`config.mk`:
```
export PLATFORM = sky130hd
export DESIGN_NAME = framed_packet_receiver_core
export DESIGN_NICKNAME = d
export VERILOG_FILES = /design/src/fpr_pkg.sv /design/src/framed_packet_receiver_core.sv
export VERILOG_INCLUDE_DIRS = /design/src /design/src/src
export SDC_FILE = /design/constraint.sdc
export NUM_CORES = 1
export LEC_CHECK = 0
export BUFFER_PORTS_ARGS = -buffer_cell sky130_fd_sc_hd__buf_4
export CAP_MARGIN = 20
export CORE_ASPECT_RATIO = 2
export CORE_UTILIZATION = 25
export CTS_CLUSTER_DIAMETER = 200
export CTS_CLUSTER_SIZE = 28
export DETAILED_ROUTE_END_ITERATION = 6
export PLACE_DENSITY = 0.53
export REMOVE_ABC_BUFFERS = 1
export SETUP_SLACK_MARGIN = 0.1
export SYNTH_ARGS = -nofsm -noshare
export SYNTH_HDL_FRONTEND = slang
export SYNTH_SLANG_ARGS = --single-unit
```
`constraint.sdc`:
```
create_clock -name clock -period 5.5 [get_ports clock]
set_clock_uncertainty 0.1 [all_clocks]
set_input_delay 0.275 -clock clock [delete_from_list [all_inputs] [get_ports clock]]
set_output_delay 0.275 -clock clock [all_outputs]
set_load 0.01 [all_outputs]
```
`src/framed_packet_receiver_core_assert.svh`:
```
// Assertion macros used by the framed packet receiver RTL.
// Depends on nothing; included by framed_packet_receiver_core, which carries assertions.
`ifndef FRAMED_PACKET_RECEIVER_CORE_ASSERT_SVH
`define FRAMED_PACKET_RECEIVER_CORE_ASSERT_SVH

// The consequent must hold in the same cycle as the antecedent.
`define FPR_ASSERT_SAME(label, clk, rst, ante, cons) \
   label: assert property (@(posedge clk) disable iff (rst) (ante) |-> (cons)) \
      else $error("framed packet receiver: same-cycle check failed");

// The consequent must hold in the cycle after the antecedent.
`define FPR_ASSERT_NEXT(label, clk, rst, ante, cons) \
   label: assert property (@(posedge clk) disable iff (rst) (ante) |=> (cons)) \
      else $error("framed packet receiver: next-cycle check failed");

`endif

```
`src/fpr_pkg.sv`:
```
// Types and constants of the framed packet receiver.
// Depends on nothing; used by framed_packet_receiver_core.
`timescale 1ns / 1ps

package fpr_pkg;

   typedef logic [2:0] fpr_phase_type;
   typedef logic [2:0] fpr_event_type;
   typedef logic [1:0] fpr_csr_index_type;

   localparam fpr_phase_type PH_HUNT    = 3'd0;
   localparam fpr_phase_type PH_CMD     = 3'd1;
   localparam fpr_phase_type PH_LEN     = 3'd2;
   localparam fpr_phase_type PH_PAYLOAD = 3'd3;
   localparam fpr_phase_type PH_CHECK   = 3'd4;

   localparam fpr_event_type EV_PAYLOAD = 3'd0;
   localparam fpr_event_type EV_OK      = 3'd1;
   localparam fpr_event_type EV_LENGTH  = 3'd2;
   localparam fpr_event_type EV_CHECK   = 3'd3;
   localparam fpr_event_type EV_TIMEOUT = 3'd4;

   localparam logic KIND_BYTE = 1'b0;
   localparam logic KIND_TICK = 1'b1;

   localparam fpr_csr_index_type CSR_START_BYTE    = 2'd0;
   localparam fpr_csr_index_type CSR_MAX_PAYLOAD   = 2'd1;
   localparam fpr_csr_index_type CSR_TIMEOUT_TICKS = 2'd2;

   localparam int          TIMEOUT_BITS          = 16;
   localparam logic [7:0]  CHECK_SEED            = 8'h55;
   localparam logic [7:0]  START_BYTE_RESET      = 8'h00;
   localparam logic [7:0]  MAX_PAYLOAD_RESET     = 8'hFF;
   localparam logic [15:0] TIMEOUT_TICKS_RESET   = 16'd100;

endpackage

```
`src/framed_packet_receiver_core.sv`:
```
// Framed packet receiver core: start byte hunt, header, payload, XOR check and tick timeout.
// A result appears in the output register in the cycle after its item is taken.
// Throughput: one item per cycle; an item is taken while a result waits if it is taken now.
// Reset is synchronous and active high; it restores all but the output data registers and hunts.
// Depends on fpr_pkg and framed_packet_receiver_core_assert.svh.
`timescale 1ns / 1ps
`include "framed_packet_receiver_core_assert.svh"

module framed_packet_receiver_core
   import fpr_pkg::*;
#(
   parameter int TICK_COUNTER_BITS = 16
) (
   input  logic                     clock,
   input  logic                     reset,
   input  logic                     req_valid,
   output logic                     req_ready,
   input  logic                     req_cmd,
   input  logic [7:0]               req_rx_byte,
   output logic                     rsp_valid,
   input  logic                     rsp_ready,
   output fpr_event_type            rsp_event_res,
   output logic [7:0]               rsp_payload_byte,
   output logic [7:0]               rsp_payload_index,
   output logic [7:0]               rsp_frame_command,
   output logic [7:0]               rsp_frame_length,
   input  logic                     csr_write_en,
   input  fpr_csr_index_type        csr_index,
   input  logic [TIMEOUT_BITS-1:0]  csr_write_data
);

   localparam int CMP_BITS = (TICK_COUNTER_BITS > TIMEOUT_BITS) ? TICK_COUNTER_BITS
                                                                : TIMEOUT_BITS;

   logic [7:0]              start_byte_ff;
   logic [7:0]              max_payload_ff;
   logic [TIMEOUT_BITS-1:0] timeout_ticks_ff;

   fpr_phase_type               phase_ff, phase_in;
   logic [7:0]                  check_ff, check_in;
   logic [7:0]                  command_ff, command_in;
   logic [7:0]                  length_ff, length_in;
   logic [7:0]                  position_ff, position_in;
   logic [TICK_COUNTER_BITS-1:0] quiet_ff, quiet_in;

   logic                    rsp_valid_ff;
   fpr_event_type           event_ff;
   logic [7:0]              byte_ff;
   logic [7:0]              index_ff;
   logic [7:0]              command_out_ff;
   logic [7:0]              length_out_ff;

   logic                         accept;
   logic                         emit;
   fpr_event_type                event_in;
   logic [7:0]                   byte_in;
   logic [7:0]                   index_in;
   logic [TICK_COUNTER_BITS-1:0] quiet_inc;
   logic [TIMEOUT_BITS-1:0]      limit;
   logic [7:0]                   position_inc;
   logic [7:0]                   check_xor;

   assign req_ready    = !rsp_valid_ff || rsp_ready;
   assign accept       = req_valid && req_ready;
   assign quiet_inc    = (quiet_ff == '1) ? quiet_ff : quiet_ff + 1'b1;
   assign limit        = (timeout_ticks_ff == '0) ? TIMEOUT_BITS'(1) : timeout_ticks_ff;
   assign position_inc = position_ff + 8'd1;
   assign check_xor    = check_ff ^ req_rx_byte;

   always_comb begin
      phase_in    = phase_ff;
      check_in    = check_ff;
      command_in  = command_ff;
      length_in   = length_ff;
      position_in = position_ff;
      quiet_in    = quiet_ff;
      emit        = 1'b0;
      event_in    = EV_PAYLOAD;
      byte_in     = 8'd0;
      index_in    = 8'd0;
      if (accept) begin
         if (req_cmd == KIND_TICK) begin
            if (phase_ff != PH_HUNT) begin
               quiet_in = quiet_inc;
               if (CMP_BITS'(quiet_inc) >= CMP_BITS'(limit)) begin
                  emit        = 1'b1;
                  event_in    = EV_TIMEOUT;
                  phase_in    = PH_HUNT;
                  check_in    = CHECK_SEED;
                  position_in = 8'd0;
                  quiet_in    = '0;
               end
            end
         end else if (phase_ff == PH_HUNT) begin
            if (req_rx_byte == start_byte_ff) begin
               phase_in    = PH_CMD;
               check_in    = CHECK_SEED ^ req_rx_byte;
               command_in  = 8'd0;
               length_in   = 8'd0;
               position_in = 8'd0;
               quiet_in    = '0;
            end
         end else begin
            quiet_in = '0;
            check_in = check_xor;
            case (phase_ff)
               PH_CMD: begin
                  command_in = req_rx_byte;
                  phase_in   = PH_LEN;
               end
               PH_LEN: begin
                  length_in = req_rx_byte;
                  if (req_rx_byte > max_payload_ff) begin
                     emit        = 1'b1;
                     event_in    = EV_LENGTH;
                     phase_in    = PH_HUNT;
                     check_in    = CHECK_SEED;
                     position_in = 8'd0;
                  end else if (req_rx_byte == 8'd0) begin
                     phase_in = PH_CHECK;
                  end else begin
                     position_in = 8'd0;
                     phase_in    = PH_PAYLOAD;
                  end
               end
               PH_PAYLOAD: begin
                  emit        = 1'b1;
                  event_in    = EV_PAYLOAD;
                  byte_in     = req_rx_byte;
                  index_in    = position_ff;
                  position_in = position_inc;
                  if (position_inc == length_ff) begin
                     phase_in = PH_CHECK;
                  end
               end
               PH_CHECK: begin
                  emit        = 1'b1;
                  event_in    = (check_xor == 8'd0) ? EV_OK : EV_CHECK;
                  phase_in    = PH_HUNT;
                  check_in    = CHECK_SEED;
                  position_in = 8'd0;
               end
               default: begin
                  phase_in    = PH_HUNT;
                  check_in    = CHECK_SEED;
                  position_in = 8'd0;
               end
            endcase
         end
      end
   end

   always_ff @(posedge clock) begin
      if (reset) begin
         start_byte_ff    <= START_BYTE_RESET;
         max_payload_ff   <= MAX_PAYLOAD_RESET;
         timeout_ticks_ff <= TIMEOUT_TICKS_RESET;
      end else if (csr_write_en) begin
         case (csr_index)
            CSR_START_BYTE:    start_byte_ff    <= csr_write_data[7:0];
            CSR_MAX_PAYLOAD:   max_payload_ff   <= csr_write_data[7:0];
            CSR_TIMEOUT_TICKS: timeout_ticks_ff <= csr_write_data;
            default: begin
            end
         endcase
      end
   end

   always_ff @(posedge clock) begin
      if (reset) begin
         phase_ff     <= PH_HUNT;
         check_ff     <= CHECK_SEED;
         command_ff   <= 8'd0;
         length_ff    <= 8'd0;
         position_ff  <= 8'd0;
         quiet_ff     <= '0;
         rsp_valid_ff <= 1'b0;
      end else begin
         phase_ff    <= phase_in;
         check_ff    <= check_in;
         command_ff  <= command_in;
         length_ff   <= length_in;
         position_ff <= position_in;
         quiet_ff    <= quiet_in;
         if (emit) begin
            rsp_valid_ff <= 1'b1;
         end else if (rsp_ready) begin
            rsp_valid_ff <= 1'b0;
         end
      end
   end

   always_ff @(posedge clock) begin
      if (emit) begin
         event_ff       <= event_in;
         byte_ff        <= byte_in;
         index_ff       <= index_in;
         command_out_ff <= command_in;
         length_out_ff  <= length_in;
      end
   end

   assign rsp_valid         = rsp_valid_ff;
   assign rsp_event_res     = event_ff;
   assign rsp_payload_byte  = byte_ff;
   assign rsp_payload_index = index_ff;
   assign rsp_frame_command = command_out_ff;
   assign rsp_frame_length  = length_out_ff;

   `FPR_ASSERT_SAME(a_payload_index_in_frame, clock, reset,
      rsp_valid_ff && (event_ff == EV_PAYLOAD), index_ff < length_out_ff)
   `FPR_ASSERT_SAME(a_outcome_has_no_payload, clock, reset,
      rsp_valid_ff && (event_ff != EV_PAYLOAD), (byte_ff == 8'd0) && (index_ff == 8'd0))
   `FPR_ASSERT_SAME(a_hunt_counters_clear, clock, reset,
      phase_ff == PH_HUNT, (quiet_ff == '0) && (position_ff == 8'd0) && (check_ff == CHECK_SEED))
   `FPR_ASSERT_NEXT(a_outcome_returns_to_hunt, clock, reset,
      emit && (event_in != EV_PAYLOAD), phase_ff == PH_HUNT)

endmodule
```
# Word level (Yosys, flattened, before mapping)
# Index checks and enable logic that the tools add are counted.
# W data, S select, Z words.
# op_classes
addsub	2
order_cmp	2
n_eq_ne	15
muxes	57
bitwise	4
n_reduce_logical	20
# ops
op	n
$mux W8	23
$mux W16	7
$mux W3	11
$pmux W8 S3	1
$add A16 B1 Y16 const B	1
$eq A16 B16 Y1 const B	1
$eq A8 B8 Y1	2
$ge A16 B16 Y1	1
$logic_not A16 Y1	1
$logic_not A8 Y1	2
$pmux W8 S2	1
$pmux W3 S3	1
$add A8 B1 Y8 const B	1
$gt A8 B8 Y1	1
$mux W1	8
$xor A8 B8 Y8	1
$eq A3 B2 Y1 const B	2
$mux W2	3
$reduce_and A2 Y1	3
$reduce_and A6 Y1	1
$ne A5 B5 Y1 const B	1
$reduce_and A5 Y1	1
$ne A2 B1 Y1 const B	2
$ne A4 B4 Y1 const B	1
21 further kinds	23
# totals
reg_bits	119
in_bits	32
out_inout_bits	37
wordCells	115

# Longest topological paths before layout
# logic_depth
word_depth	8
ltp_mapped	18
ltp_nobuf	14

# Worst setup path before layout
# Ideal clock, no wire load.
# synth_timing
path_kind	reg2reg
startpoint	register quiet_ff[6]
endpoint	register event_ff[0], in the netlist rsp_event_res[0] (enable)
setup_time_ps	390
arrival_ps	3535
t_required_ps	5010
path_slack_ps	1476
stages_incl_launch_ff	14
path_buffers	1
period_less_slack_ps	4024
path_cell_list	dfxtp_1 -> buf_2 -> and4_1 -> nand3_4 -> or2_1 -> nor2_1 -> mux2_1 -> ha_1 -> nand4_1 -> nor4_1 -> o2bb2ai_1 -> nor2_1 -> o22a_1 -> inv_1
# synth_between
elab_chain_cells	7
word_cells_on_any_way	8
classes_between	1 x add/sub; 1 x order compare; 1 x eq/ne; 5 x mux
# synth_lines
item	line_no	source
start, declared	framed_packet_receiver_core.sv:44	logic [TICK_COUNTER_BITS-1:0] quiet_ff, quiet_in;
start signal, assigned	framed_packet_receiver_core.sv:184	quiet_ff <= quiet_in;
$add A16 B1 Y16 or $eq A16 B16 Y1 (tied branches)	framed_packet_receiver_core.sv:65	assign quiet_inc = (quiet_ff == '1) ? quiet_ff : quiet_ff + 1'b1;
$mux W16 *	framed_packet_receiver_core.sv:65	
$ge A16 B16 Y1 *	framed_packet_receiver_core.sv:85	if (CMP_BITS'(quiet_inc) >= CMP_BITS'(limit)) begin
$mux W1 *	framed_packet_receiver_core.sv:85	
$mux W1 *	framed_packet_receiver_core.sv:83	if (phase_ff != PH_HUNT) begin
$mux W1 *	framed_packet_receiver_core.sv:82	if (req_cmd == KIND_TICK) begin
$mux W1 *	framed_packet_receiver_core.sv:81	if (accept) begin
named net emit	framed_packet_receiver_core.sv:54	logic emit;
end signal, assigned	framed_packet_receiver_core.sv:195	event_ff <= event_in;
end, declared	framed_packet_receiver_core.sv:47	fpr_event_type event_ff;
# The timed path passes the listed nets; every way through them passes the cells marked *.
# A chain may end at the register's enable or synchronous reset.

# Worst setup path in the final report
# layout_timing
startpoint	register quiet_ff[3]
endpoint	register byte_ff[4], in the netlist rsp_payload_byte[4] (enable)
# layout_between
elab_chain_cells	7
word_cells_on_any_way	8
classes_between	1 x add/sub; 1 x order compare; 1 x eq/ne; 5 x mux
# layout_lines
item	line_no	source
$add A16 B1 Y16 or $eq A16 B16 Y1 (tied branches)	framed_packet_receiver_core.sv:65	
$mux W16 *	framed_packet_receiver_core.sv:65	
$ge A16 B16 Y1 *	framed_packet_receiver_core.sv:85	
$mux W1 *	framed_packet_receiver_core.sv:85	
$mux W1 *	framed_packet_receiver_core.sv:83	
$mux W1 *	framed_packet_receiver_core.sv:82	
$mux W1 *	framed_packet_receiver_core.sv:81	
named net emit	framed_packet_receiver_core.sv:54	
end signal, assigned	framed_packet_receiver_core.sv:196	byte_ff <= byte_in;
end, declared	framed_packet_receiver_core.sv:48	logic [7:0] byte_ff;
# Marked as above.

==> out/qor.csv <==
metric,value,unit
status,"finished, final reports clean",
synthesis.area,0.006220,sq mm
holdCritPathClass,in -> reg,
dp_hpwl,12500,microns
power.switching,0.0004987,W
r2r_end,rsp_payload_byte[4],
path_cells,and3_1 > nand3_4 > nor3_4 > nor2b_1 > nand4_1 > xnor2_1 > ha_1 > nand2_1 > o21ai_0 > a21oi_1 > o2bb2ai_1 > nor2_1 > o22a_1 > inv_1 > buf_4,
irDropWorstVdd,148.1,uV
crit_required,5460,ps
cpMaxStageDelayCell,o2bb2ai_1,
syn_inst,662,
yosysWarnings,0,
numCtsBuffers,17,
grt_antenna_before_repair,0,
dieArea,0.02555,sq mm
path_max_fanout,35,
cp-start-kind,register,
cts_resized,0,
synth_seq_area_share,43.93,%
area_growth,23.94,%
wl_per_cell,15.66,microns
max-cap-violations,0,
first_iter_violations,178,
grt_max_degree,61,
seq_power_share,43.1,%
power.density,274.5,mW/mm^2
max_freq,236.8,MHz
mostFrequentLayoutCells,"dfxtp_1, buf_4, nand2_1",
rsz0062_at_grt,no,
mostFrequentLayoutCell,dfxtp_1,
h-tree-depth,4,
whs,15.67,ps
period_minus_slack,4224,ps
synth-seq-cells,119,
gp_congestion,0.8346,
ant_nets,0,
cts_tree,built,
avgSynthCellArea,9.395,sq um
num_rows,81,
regArea,0.002733,sq mm
fin_crit_sh,76.79,%
async_reset_ff_share,0,%
overflow,0,
preCtsSetupSlack,1264,ps
synth_area_leader_cell,dfxtp_1,
coreArea,0.02442,sq mm
clockBufferDepth,2,
holdPathEnd,timeout_ticks_ff[10],
combPwrFrac,5.3,%
cts.sinks,119,
fin_util,31.56,%
route.detailed.drc,0,
nets,787,
synth_ff_type,dfxtp_1,
crit_type,reg -> reg,
routed_wl,16820,microns
portBuffers,68,
timing.rr.start,quiet_ff[3],
drtPass1Iterations,4,
crit_arrival,4190,ps
track_usage,13.82,%
internal-power,0.001617,W
hp-start,csr_write_data[10],
yosys.area.top_type_share,27.04,%
relSlewSlack,39.55,%
die_w,113.5,microns
setup_ws,1276,ps
hold_violations,0,
vias,4992,
synth-edff-count,35,
initial_utilization,25.46,%
tns,0,ps
hold_depth,3,
setup_viol_count_final,0,
cp-end-kind,register,
multiInputGateArea,0.003182,sq mm
slew_viol_final,0,
ios,69,
largestRegisters,"quiet_ff (16), timeout_ticks_ff (16)",
grt_pass1_wl,26570,microns
power,0.002116,W
drive_gt1_share,17.12,%
n_antenna_cell,0,
cpPeakStageDelay,500,ps
p_leak,2.933,nW
clock_latency,420,ps
r2r_cells,15,
power.share.switching,23.57,%
grt_pass1_vias,4995,
p_clk_share,51.6,%
synthTopCellsByArea,"dfxtp_1, edfxtp_1, ha_1, nand2_1, xor2_1",
fillers,2572,
worst_pin_slew,899.2,ps
vias_per_cell,4.648,
rrSetupSlack,1280,ps
die_h,225.1,microns
root_buffer,clkbuf_16,
ys_types,68,
clk_pin_slew,60,ps
==> metal layers <==
layer	routed length (microns)	GRT usage [%]	vias up
met2	9843	27.73	87
li1	-	-	2498
met3	378	2.421	29
met4	645	7.810	0
met1	5955	12.59	2378
met5	0	0	-
==> cell type report <==
| cell class | count | area share, % |
|---|---|---|
| multi-input cells | 473 | 41.28 |
| flip-flops and latches | 119 | 35.45 |
| repair buffers | 85 | 8.700 |
| clock buffers | 20 | 6.070 |
| well taps | 332 | 5.389 |
| inverters | 33 | 1.607 |
| clock inverters | 12 | 1.510 |
==> logic make-up (layout without fill, tap and decap cells) <==
group                    Yosys count  after routing  share of synthesized area (%)
AO/OA/AOI/OAI                    144            144                          16.09
XOR/XNOR                          41             41                          5.774
adder cells (fa/ha/maj)           26             26                          5.230
buffers and inverters             70            150                          4.908
flip-flops                       119            119                          43.93
multiplexers                      14             14                          2.273
AND/OR/NAND/NOR                  248            248                          21.79
==> power groups by stage <==
stage / registers [W] / clock network, W / logic (W)
floorplan: 0.000929 / 0 / 0.0000496
global placement: 0.000931 / 0 / 0.000106
detailed placement: 0.000931 / 0 / 0.000107
CTS: 0.000912 / 0.00112 / 0.000115
global route: 0.000913 / 0.00116 / 0.000124
finish: 0.000912 / 0.00109 / 0.000112
==> how the worst max path moves through the flow <==
stage                startpoint              endpoint  slack [ps]  cells past startpoint
floorplan           quiet_ff[6]      rsp_event_res[0]        1470                     12
global placement    quiet_ff[3]  rsp_frame_command[1]        1350                     15
detailed placement  quiet_ff[3]  rsp_frame_command[1]        1260                     15
CTS                 quiet_ff[3]   rsp_payload_byte[4]        1260                     15
global route        quiet_ff[3]   rsp_payload_byte[4]         900                     15
finish              quiet_ff[3]   rsp_payload_byte[4]        1280                     15
==> what timing repair did <==
| action | in CTS | in global routing |
|---|---|---|
| hold endpoints to repair | 13 | 0 |
| hold buffers | 13 | 0 |
| endpoints found under the setup margin | 0 | 0 |
| buffers inserted | 0 | 0 |
==> critical path, delay by kind of cell, from the launching register on <==
kind            cells  cell delay (ps)
buf+inv             2              450
simple gates        7             1440
xor+xnor            1              180
compound gates      4              950
flops               1              380
fa+ha+maj           1              330
==> through the flow <==
step | instance area (sq um) | instances
3_5_place_dp | 6994 | 1029
3_3_place_gp | 6994 | 1029
4_1_cts | 7709 | 1074
5_1_grt | 7709 | 1074
2_1_floorplan | 6038 | 625
6_report | 7709 | 1074
==> synthesized netlist by cell type, types with 13 or more instances <==
cell,instances
nor2_1,58
a22o_1,20
dfxtp_1,84
xor2_1,26
nor4_1,13
and2_1,18
buf_2,16
a21oi_1,45
mux2i_1,13
nand2_1,68
nor2b_1,16
xnor2_1,15
inv_1,33
ha_1,26
edfxtp_1,35
Power figures use the tool's default switching activity.
